## src/sv/r2fft_pkg.sv

```systemverilog
// Package with constants, command types and the twiddle table of the FFT core.
`timescale 1ns / 1ps
`default_nettype none
package r2fft_pkg;
	localparam int MAX_LOG   = 10;
	localparam int NPTS      = 1 << MAX_LOG;
	localparam int ADDR_W    = MAX_LOG;
	localparam int CNT_W     = MAX_LOG + 1;
	localparam int STAGE_W   = 4;
	localparam int SAMPLE_W  = 16;
	localparam int WORD_W    = 27;
	localparam int TW_W      = 16;
	localparam int TW_F      = TW_W - 1;
	localparam int TW_DEPTH  = NPTS / 2;
	localparam int TW_IDX_W  = MAX_LOG - 1;
	localparam int PROD_W    = TW_W + WORD_W;
	localparam int SUM_W     = PROD_W + 1;
	localparam int LOG_W     = 4;
	localparam int APB_AW    = 3;
	localparam int APB_DW    = 32;
	localparam logic [LOG_W-1:0] LOG_RESET = LOG_W'(MAX_LOG);
	localparam logic [SUM_W-1:0] TW_HALF = SUM_W'(1) << (TW_F - 1);
	localparam logic FUNC_LOAD = 1'b0;
	localparam logic FUNC_READ = 1'b1;
	localparam logic REG_LOG_POINTS = 1'b0;
	localparam longint unsigned PI_Q30 = 64'd3373259426;

	typedef struct packed {
		logic                ld_we;
		logic [ADDR_W-1:0]   ld_addr;
		logic                bin_cap;
		logic [ADDR_W-1:0]   bin_addr;
		logic                bin_last;
		logic                out_load;
		logic                bfly;
		logic                mul_en;
		logic                rnd_en;
		logic                wr_e;
		logic                wr_o;
		logic [ADDR_W-1:0]   e_addr;
		logic [ADDR_W-1:0]   o_addr;
		logic [TW_IDX_W-1:0] tw_idx;
	} cmd_t;

	typedef logic [2*TW_W-1:0] tw_rom_t [TW_DEPTH];

	function automatic logic [ADDR_W-1:0] bit_rev(input logic [ADDR_W-1:0] v);
		logic [ADDR_W-1:0] r;
		for (int k = 0; k < ADDR_W; k++) begin
			r[k] = v[ADDR_W-1-k];
		end
		return r;
	endfunction

	function automatic longint sin_q30(input longint unsigned num, input bit wide_den);
		longint unsigned x, x2, t;
		longint sum;
		if (wide_den) begin
			x = (PI_Q30 * num + (64'd1 << MAX_LOG)) >> (MAX_LOG + 1);
		end else begin
			x = (PI_Q30 * num + (64'd1 << (MAX_LOG - 1))) >> MAX_LOG;
		end
		x2 = (x * x) >> 30;
		t = x;
		sum = longint'(x);
		for (int k = 1; k <= 12; k++) begin
			t = (t * x2) >> 30;
			case (k)
				1: t = t / 64'd6;
				2: t = t / 64'd20;
				3: t = t / 64'd42;
				4: t = t / 64'd72;
				5: t = t / 64'd110;
				6: t = t / 64'd156;
				7: t = t / 64'd210;
				8: t = t / 64'd272;
				9: t = t / 64'd342;
				10: t = t / 64'd420;
				11: t = t / 64'd506;
				default: t = t / 64'd600;
			endcase
			if (k % 2 == 1) sum = sum - longint'(t);
			else sum = sum + longint'(t);
		end
		if (sum < 0) sum = 0;
		if (sum > (64'sd1 <<< 30)) sum = 64'sd1 <<< 30;
		return sum;
	endfunction

	function automatic logic [TW_W-1:0] q30_to_tw(input longint s);
		longint a, r;
		a = (s < 0) ? -s : s;
		r = (a + (64'sd1 <<< (29 - TW_F))) >>> (30 - TW_F);
		if (s < 0) return TW_W'(-r);
		if (r > (64'sd1 <<< TW_F) - 1) r = (64'sd1 <<< TW_F) - 1;
		return TW_W'(r);
	endfunction

	function automatic tw_rom_t build_rom();
		tw_rom_t rom;
		longint c, s;
		longint unsigned n, i;
		n = longint'(NPTS);
		for (int k = 0; k < TW_DEPTH; k++) begin
			i = longint'(k);
			if (4 * i <= n) c = sin_q30(n - 4 * i, 1'b1);
			else c = -sin_q30(4 * i - n, 1'b1);
			if (4 * i <= n) s = sin_q30(2 * i, 1'b0);
			else s = sin_q30(n - 2 * i, 1'b0);
			rom[k] = {q30_to_tw(c), q30_to_tw(-s)};
		end
		return rom;
	endfunction

	localparam tw_rom_t TW_ROM = build_rom();
endpackage
`default_nettype wire

```

## src/sv/r2fft_ctrl.sv

```systemverilog
// Controller of the FFT core: load and read counters, butterfly sequencer, output handshake.
`timescale 1ns / 1ps
`default_nettype none
module r2fft_ctrl (
	input  wire logic                        clk,
	input  wire logic                        arst_n,
	input  wire logic                        in_valid,
	output logic                             in_ready,
	input  wire logic                        func,
	output logic                             out_valid,
	input  wire logic                        out_ready,
	input  wire logic [r2fft_pkg::LOG_W-1:0] log_points,
	output r2fft_pkg::cmd_t                  cmd
);
	import r2fft_pkg::*;

	typedef enum logic [6:0] {
		ST_IDLE  = 7'b0000001,
		ST_RDOUT = 7'b0000010,
		ST_BRD   = 7'b0000100,
		ST_BMUL  = 7'b0001000,
		ST_BRND  = 7'b0010000,
		ST_BWRE  = 7'b0100000,
		ST_BWRO  = 7'b1000000
	} state_t;

	state_t              state_q, state_nx;
	logic [CNT_W-1:0]    load_cnt_q, load_cnt_nx;
	logic [ADDR_W-1:0]   read_cnt_q, read_cnt_nx;
	logic                done_q, done_nx;
	logic                out_valid_q, out_valid_nx;
	logic [STAGE_W-1:0]  stage_q, stage_nx;
	logic [TW_IDX_W-1:0] bf_q, bf_nx;
	logic [LOG_W-1:0]    lg;
	logic [CNT_W-1:0]    npts;
	logic [ADDR_W-1:0]   pmask;
	logic [CNT_W-1:0]    cnt, cnt_inc;
	logic [ADDR_W-1:0]   idx;
	logic                idx_last;
	logic [ADDR_W-1:0]   hmask, bz, e_addr;
	logic [ADDR_W-1:0]   tw_full;
	logic                bf_last;
	logic                acc;

	always_comb begin
		if (log_points == '0) lg = LOG_W'(1);
		else if (log_points > LOG_W'(MAX_LOG)) lg = LOG_W'(MAX_LOG);
		else lg = log_points;
	end

	assign npts     = CNT_W'(1) << lg;
	assign pmask    = ADDR_W'(npts - CNT_W'(1));
	assign cnt      = done_q ? '0 : load_cnt_q;
	assign cnt_inc  = cnt + CNT_W'(1);
	assign idx      = read_cnt_q & pmask;
	assign idx_last = (idx == pmask);

	assign hmask   = (ADDR_W'(1) << (stage_q - STAGE_W'(1))) - ADDR_W'(1);
	assign bz      = ADDR_W'(bf_q);
	assign e_addr  = ((bz & ~hmask) << 1) | (bz & hmask);
	assign tw_full = (bz & hmask) << (STAGE_W'(MAX_LOG) - stage_q);
	assign bf_last = ({2'b00, bf_q} == (npts >> 1) - CNT_W'(1));

	assign in_ready  = (state_q == ST_IDLE) && (func == FUNC_LOAD || !out_valid_q);
	assign out_valid = out_valid_q;
	assign acc       = in_valid && in_ready;

	always_comb begin
		cmd          = '0;
		cmd.ld_addr  = bit_rev(cnt[ADDR_W-1:0] & pmask) >> (LOG_W'(MAX_LOG) - lg);
		cmd.bin_addr = idx;
		cmd.bin_last = idx_last;
		cmd.e_addr   = e_addr;
		cmd.o_addr   = e_addr | (hmask + ADDR_W'(1));
		cmd.tw_idx   = tw_full[TW_IDX_W-1:0];
		state_nx     = state_q;
		load_cnt_nx  = load_cnt_q;
		read_cnt_nx  = read_cnt_q;
		done_nx      = done_q;
		stage_nx     = stage_q;
		bf_nx        = bf_q;
		out_valid_nx = out_valid_q && !out_ready;
		case (state_q)
			ST_IDLE: begin
				if (acc && func == FUNC_LOAD) begin
					cmd.ld_we = 1'b1;
					done_nx   = 1'b0;
					if (cnt_inc >= npts) begin
						load_cnt_nx = '0;
						read_cnt_nx = '0;
						stage_nx    = STAGE_W'(1);
						bf_nx       = '0;
						state_nx    = ST_BRD;
					end else begin
						load_cnt_nx = cnt_inc;
						if (done_q) read_cnt_nx = '0;
					end
				end else if (acc && done_q) begin
					cmd.bin_cap = 1'b1;
					read_cnt_nx = idx_last ? '0 : idx + ADDR_W'(1);
					state_nx    = ST_RDOUT;
				end
			end
			ST_RDOUT: begin
				cmd.out_load = 1'b1;
				out_valid_nx = 1'b1;
				state_nx     = ST_IDLE;
			end
			ST_BRD: begin
				cmd.bfly = 1'b1;
				state_nx = ST_BMUL;
			end
			ST_BMUL: begin
				cmd.bfly   = 1'b1;
				cmd.mul_en = 1'b1;
				state_nx   = ST_BRND;
			end
			ST_BRND: begin
				cmd.bfly   = 1'b1;
				cmd.rnd_en = 1'b1;
				state_nx   = ST_BWRE;
			end
			ST_BWRE: begin
				cmd.bfly = 1'b1;
				cmd.wr_e = 1'b1;
				state_nx = ST_BWRO;
			end
			ST_BWRO: begin
				cmd.bfly = 1'b1;
				cmd.wr_o = 1'b1;
				if (!bf_last) begin
					bf_nx    = bf_q + TW_IDX_W'(1);
					state_nx = ST_BRD;
				end else if (stage_q != lg) begin
					bf_nx    = '0;
					stage_nx = stage_q + STAGE_W'(1);
					state_nx = ST_BRD;
				end else begin
					done_nx  = 1'b1;
					state_nx = ST_IDLE;
				end
			end
			default: state_nx = ST_IDLE;
		endcase
	end

	always_ff @(posedge clk or negedge arst_n) begin
		if (!arst_n) begin
			state_q     <= ST_IDLE;
			load_cnt_q  <= '0;
			read_cnt_q  <= '0;
			done_q      <= 1'b0;
			out_valid_q <= 1'b0;
			stage_q     <= STAGE_W'(1);
			bf_q        <= '0;
		end else begin
			state_q     <= state_nx;
			load_cnt_q  <= load_cnt_nx;
			read_cnt_q  <= read_cnt_nx;
			done_q      <= done_nx;
			out_valid_q <= out_valid_nx;
			stage_q     <= stage_nx;
			bf_q        <= bf_nx;
		end
	end
endmodule
`default_nettype wire

```

## config.mk

```make
export PLATFORM = sky130hd
export DESIGN_NAME = r2fft_ctrl
export DESIGN_NICKNAME = d
export VERILOG_FILES = /design/src/sv/r2fft_pkg.sv /design/src/sv/r2fft_ctrl.sv
export SDC_FILE = /design/constraint.sdc
export NUM_CORES = 1
export LEC_CHECK = 0
export BUFFER_PORTS_ARGS = -buffer_cell sky130_fd_sc_hd__buf_2
export CAP_MARGIN = 20
export CORE_ASPECT_RATIO = 1.1
export CORE_MARGIN = 3
export CORE_UTILIZATION = 45
export DETAILED_ROUTE_END_ITERATION = 16
export HOLD_SLACK_MARGIN = 0.15
export PLACE_DENSITY = 0.75
export SLEW_MARGIN = 0
export SYNTH_ARGS = -nofsm -noshare
export SYNTH_HDL_FRONTEND = slang
export SYNTH_SLANG_ARGS = --single-unit
```

## constraint.sdc

```tcl
create_clock -name clk -period 4.27 [get_ports clk]
set_input_delay 0.2135 -clock clk [delete_from_list [all_inputs] [get_ports clk]]
set_output_delay 0.2135 -clock clk [all_outputs]
set_load 0.01 [all_outputs]
```

==> impl_metrics.tcl <==
set metrics [dict create \
    status "completed" \
    cp_max_fo 6 \
    internal-power_w 0.001254 \
    final_area_sq_um 5685 \
    min_period_ns 3.916 \
    netSwitchingPower_w 0.001066 \
    finalClockSkew_ns 0.006570 \
    hold_class "in -> reg" \
    synth_top_area_share_pct 20.36 \
    syn_nets 709 \
    finalHoldViolations 0 \
    yosys_warnings 0 \
    clockRootBuffer "clkbuf_16" \
    cts.clk_slew.worst_paths_ns 0.07 \
    num_io_pins 69 \
    relSlewSlack_pct 58.48 \
    ys.flop_type "dfrtp_1" \
    finalSetupViolations 0 \
    vias 5188 \
    clock_sinks 43 \
    diodes 0 \
    synth_area_leader_cell "dfrtp_1" \
    clock_latency_ns 0.29 \
    globalplace.congestion 0.9372 \
    ant_nets 0 \
    cts_buffers 5 \
    clock_path_buffers 2 \
    drc 0 \
    maxSlewViolCount 0 \
    swShare_pct 45.96 \
    cts-htree-levels 2 \
    grt_pass1_wl_um 24320 \
    routedWlPerCell_um 17.21 \
    pwr-share-seq_pct 21.0 \
    die_y_um 117.0 \
    critPathKind "reg -> reg" \
    antenna_found_initial 0 \
    drive_gt1_share_pct 17.48 \
    post-cts-setup-buffer-count 0 \
    die_w_um 106.9 \
    p_comb_share_pct 59.5 \
    track_usage_pct 23.79 \
    start_util_pct 47.38 \
    avgSynthCellArea_sq_um 7.533 \
    cp-end-kind "flop" \
    ys_types 80 \
    design.core.area_sq_um 10640 \
    syn2layout_area_growth_pct 12.81 \
    nets 760 \
    leakage_nw 2.620 \
    cp.arrival_ns 4.09 \
    clkPwrFrac_pct 19.5 \
    row_count 39 \
    rsz0062_at_grt "no" \
    fill_cells 1047 \
    syn-cell-area_sq_um 5040 \
    fmax_mhz 255.4 \
    placed_cells 853 \
    fin_crit_sh_pct 91.70 \
    grt_overflow_total 0 \
    place.detailed.hpwl_um 11530 \
    cp_data_required_time_ns 4.45 \
    final_cells 864 \
    place_ws_ns 0.3900 \
    routed_wl_um 14870 \
    start_kind "flop" \
    syn_inst 669 \
    placed_area_sq_um 5465 \
    cts_tree "yes" \
    synth_seq_cells 43 \
    ys_seq_area_share_pct 21.40 \
    synthArstFlopShare_pct 100.0 \
    maxCapViolCount 0 \
    dieArea_sq_um 12510 \
    worstMarginPinSlew_ns 0.6183 \
    whs_ns 0.1969 \
    netlist_top_cells_area "dfrtp_1 (20%), ha_1 (7.7%), nand2_1 (5.9%)" \
    worst_slack_ns 0.3543 \
    portBuffers 68 \
    synth_edf_count 0 \
    firstDrtPassIters 5 \
    powerDensity_nw_per_um2 408.1 \
    final.setup.tns_ns 0 \
    vias_per_cell 6.005 \
    grt_max_degree 44 \
    grt_pass1_vias 4963 \
    ir_worst_vdd_mv 0.2903 \
    drtIter0Drc 476 \
    rrSetupSlack_ns 0.35 \
]
power by group through the flow:
stage               clock, W  combinational, W  sequential (W)
global placement           0           0.00132        0.000491
CTS                 0.000457           0.00136        0.000487
finish              0.000451           0.00138        0.000488
detailed placement         0           0.00135        0.000495
global route        0.000475           0.00151        0.000495
floorplan                  0          0.000965        0.000479
worst max-delay path: stages, from the launching register on:
cell       delay, ns
dfrtp_1         0.46
nor2b_1         0.27
ha_1            0.31
nand3_1         0.12
xor2_1          0.15
nor2_1          0.15
ha_1            0.27
a21o_1          0.16
a21o_1          0.17
a2111oi_0       0.53
o21ai_1         0.30
nor2_1          0.39
nor4_1          0.12
nand3_1         0.11
nor3b_1         0.29
worst paths after layout:
check / startpoint / cells after the start / end
worst max-delay path: load_cnt_q[1] / 14 / stage_q[3]
worst min-delay path: in_valid / 3 / state_q[1]
worst max register to register: load_cnt_q[1] / 14 / stage_q[3]
worst min register to register: state_q[2] / 1 / state_q[5]
max in group asynchronous: arst_n / 3 / state_q[0]
min in group asynchronous: arst_n / 2 / load_cnt_q[6]
metrics by stage:
stage	total power, W	util, %
finish	0.002320	53.45
global route	0.002485	53.45
CTS	0.002306	53.18
detailed placement	0.001848	51.38
global placement	0.001814	51.38
floorplan	0.001444	-
logic make-up after synthesis:
| kind of cell | after synthesis | share of synthesized area [%] |
|---|---|---|
| AOI/OAI and AO/OA | 178 | 24.16 |
| buffers and inverters | 79 | 7.026 |
| xor gates and xnor gates | 46 | 8.143 |
| adders and majority gates | 31 | 7.696 |
| DFF | 43 | 21.40 |
| and+or+nand+nor | 284 | 29.89 |
| muxes | 8 | 1.688 |
cell type report:
| type | count | area (sq um) | share of cell area, % |
|---|---|---|---|
| timing repair buffer | 87 | 500.5 | 8.803 |
| inverter | 36 | 135.1 | 2.377 |
| clock buffer | 5 | 125.1 | 2.201 |
| clock inverter | 3 | 46.29 | 0.8143 |
| sequential | 43 | 1079 | 18.97 |
| tap | 143 | 178.9 | 3.147 |
| multi-input combinational | 547 | 3621 | 63.69 |
state kept, by name, summed over array words and instances, names as in the netlist:
name and flops:
load_cnt_q 11, read_cnt_q 10, bf_q 9, state_q 7, stage_q 4, done_q 1
out_valid 1
layer usage:
layer	routed length [um]	GRT usage, %	share of wire [%]
met5	0	0	0
met4	475	10.14	3.2
met3	750	2.084	5.0
met2	7434	43.20	50
met1	6205	29.03	42
cells in the final DEF, fill, tap and decap left out, drive strengths merged, types with 16 or more instances in the layout:
cell type	Yosys	layout
inv	34	35
nor3	17	17
nand3	34	34
o21ai	44	44
nand2	79	79
dfrtp	41	41
ha	31	31
a21oi	33	33
a22o	16	16
nor2	57	57
xnor2	31	31
buf	26	85
nor3b	17	17
synth_stat cells, types with 7 or more instances:
cell / count
a21o_1: 12
ha_1: 31
xnor2_1: 31
nand2b_1: 15
nor3_1: 14
nand3_1: 33
nand2_1: 79
o21ai_0: 33
xor2_1: 14
or3_1: 7
nor3b_1: 14
inv_1: 34
a21oi_1: 33
buf_2: 12
nor4_1: 10
o21ai_1: 10
clkbuf_1: 16
o22ai_1: 9
nor2_1: 55
nor2b_1: 13
a22o_1: 16
dfrtp_1: 41
timing repair:
item	4_1_cts	5_1_grt
setup endpoints to repair	0	1
hold endpoints to repair	42	0
hold buffers	2	0
gates resized for setup	0	2
No activity file was read; power rests on OpenSTA's default activity.
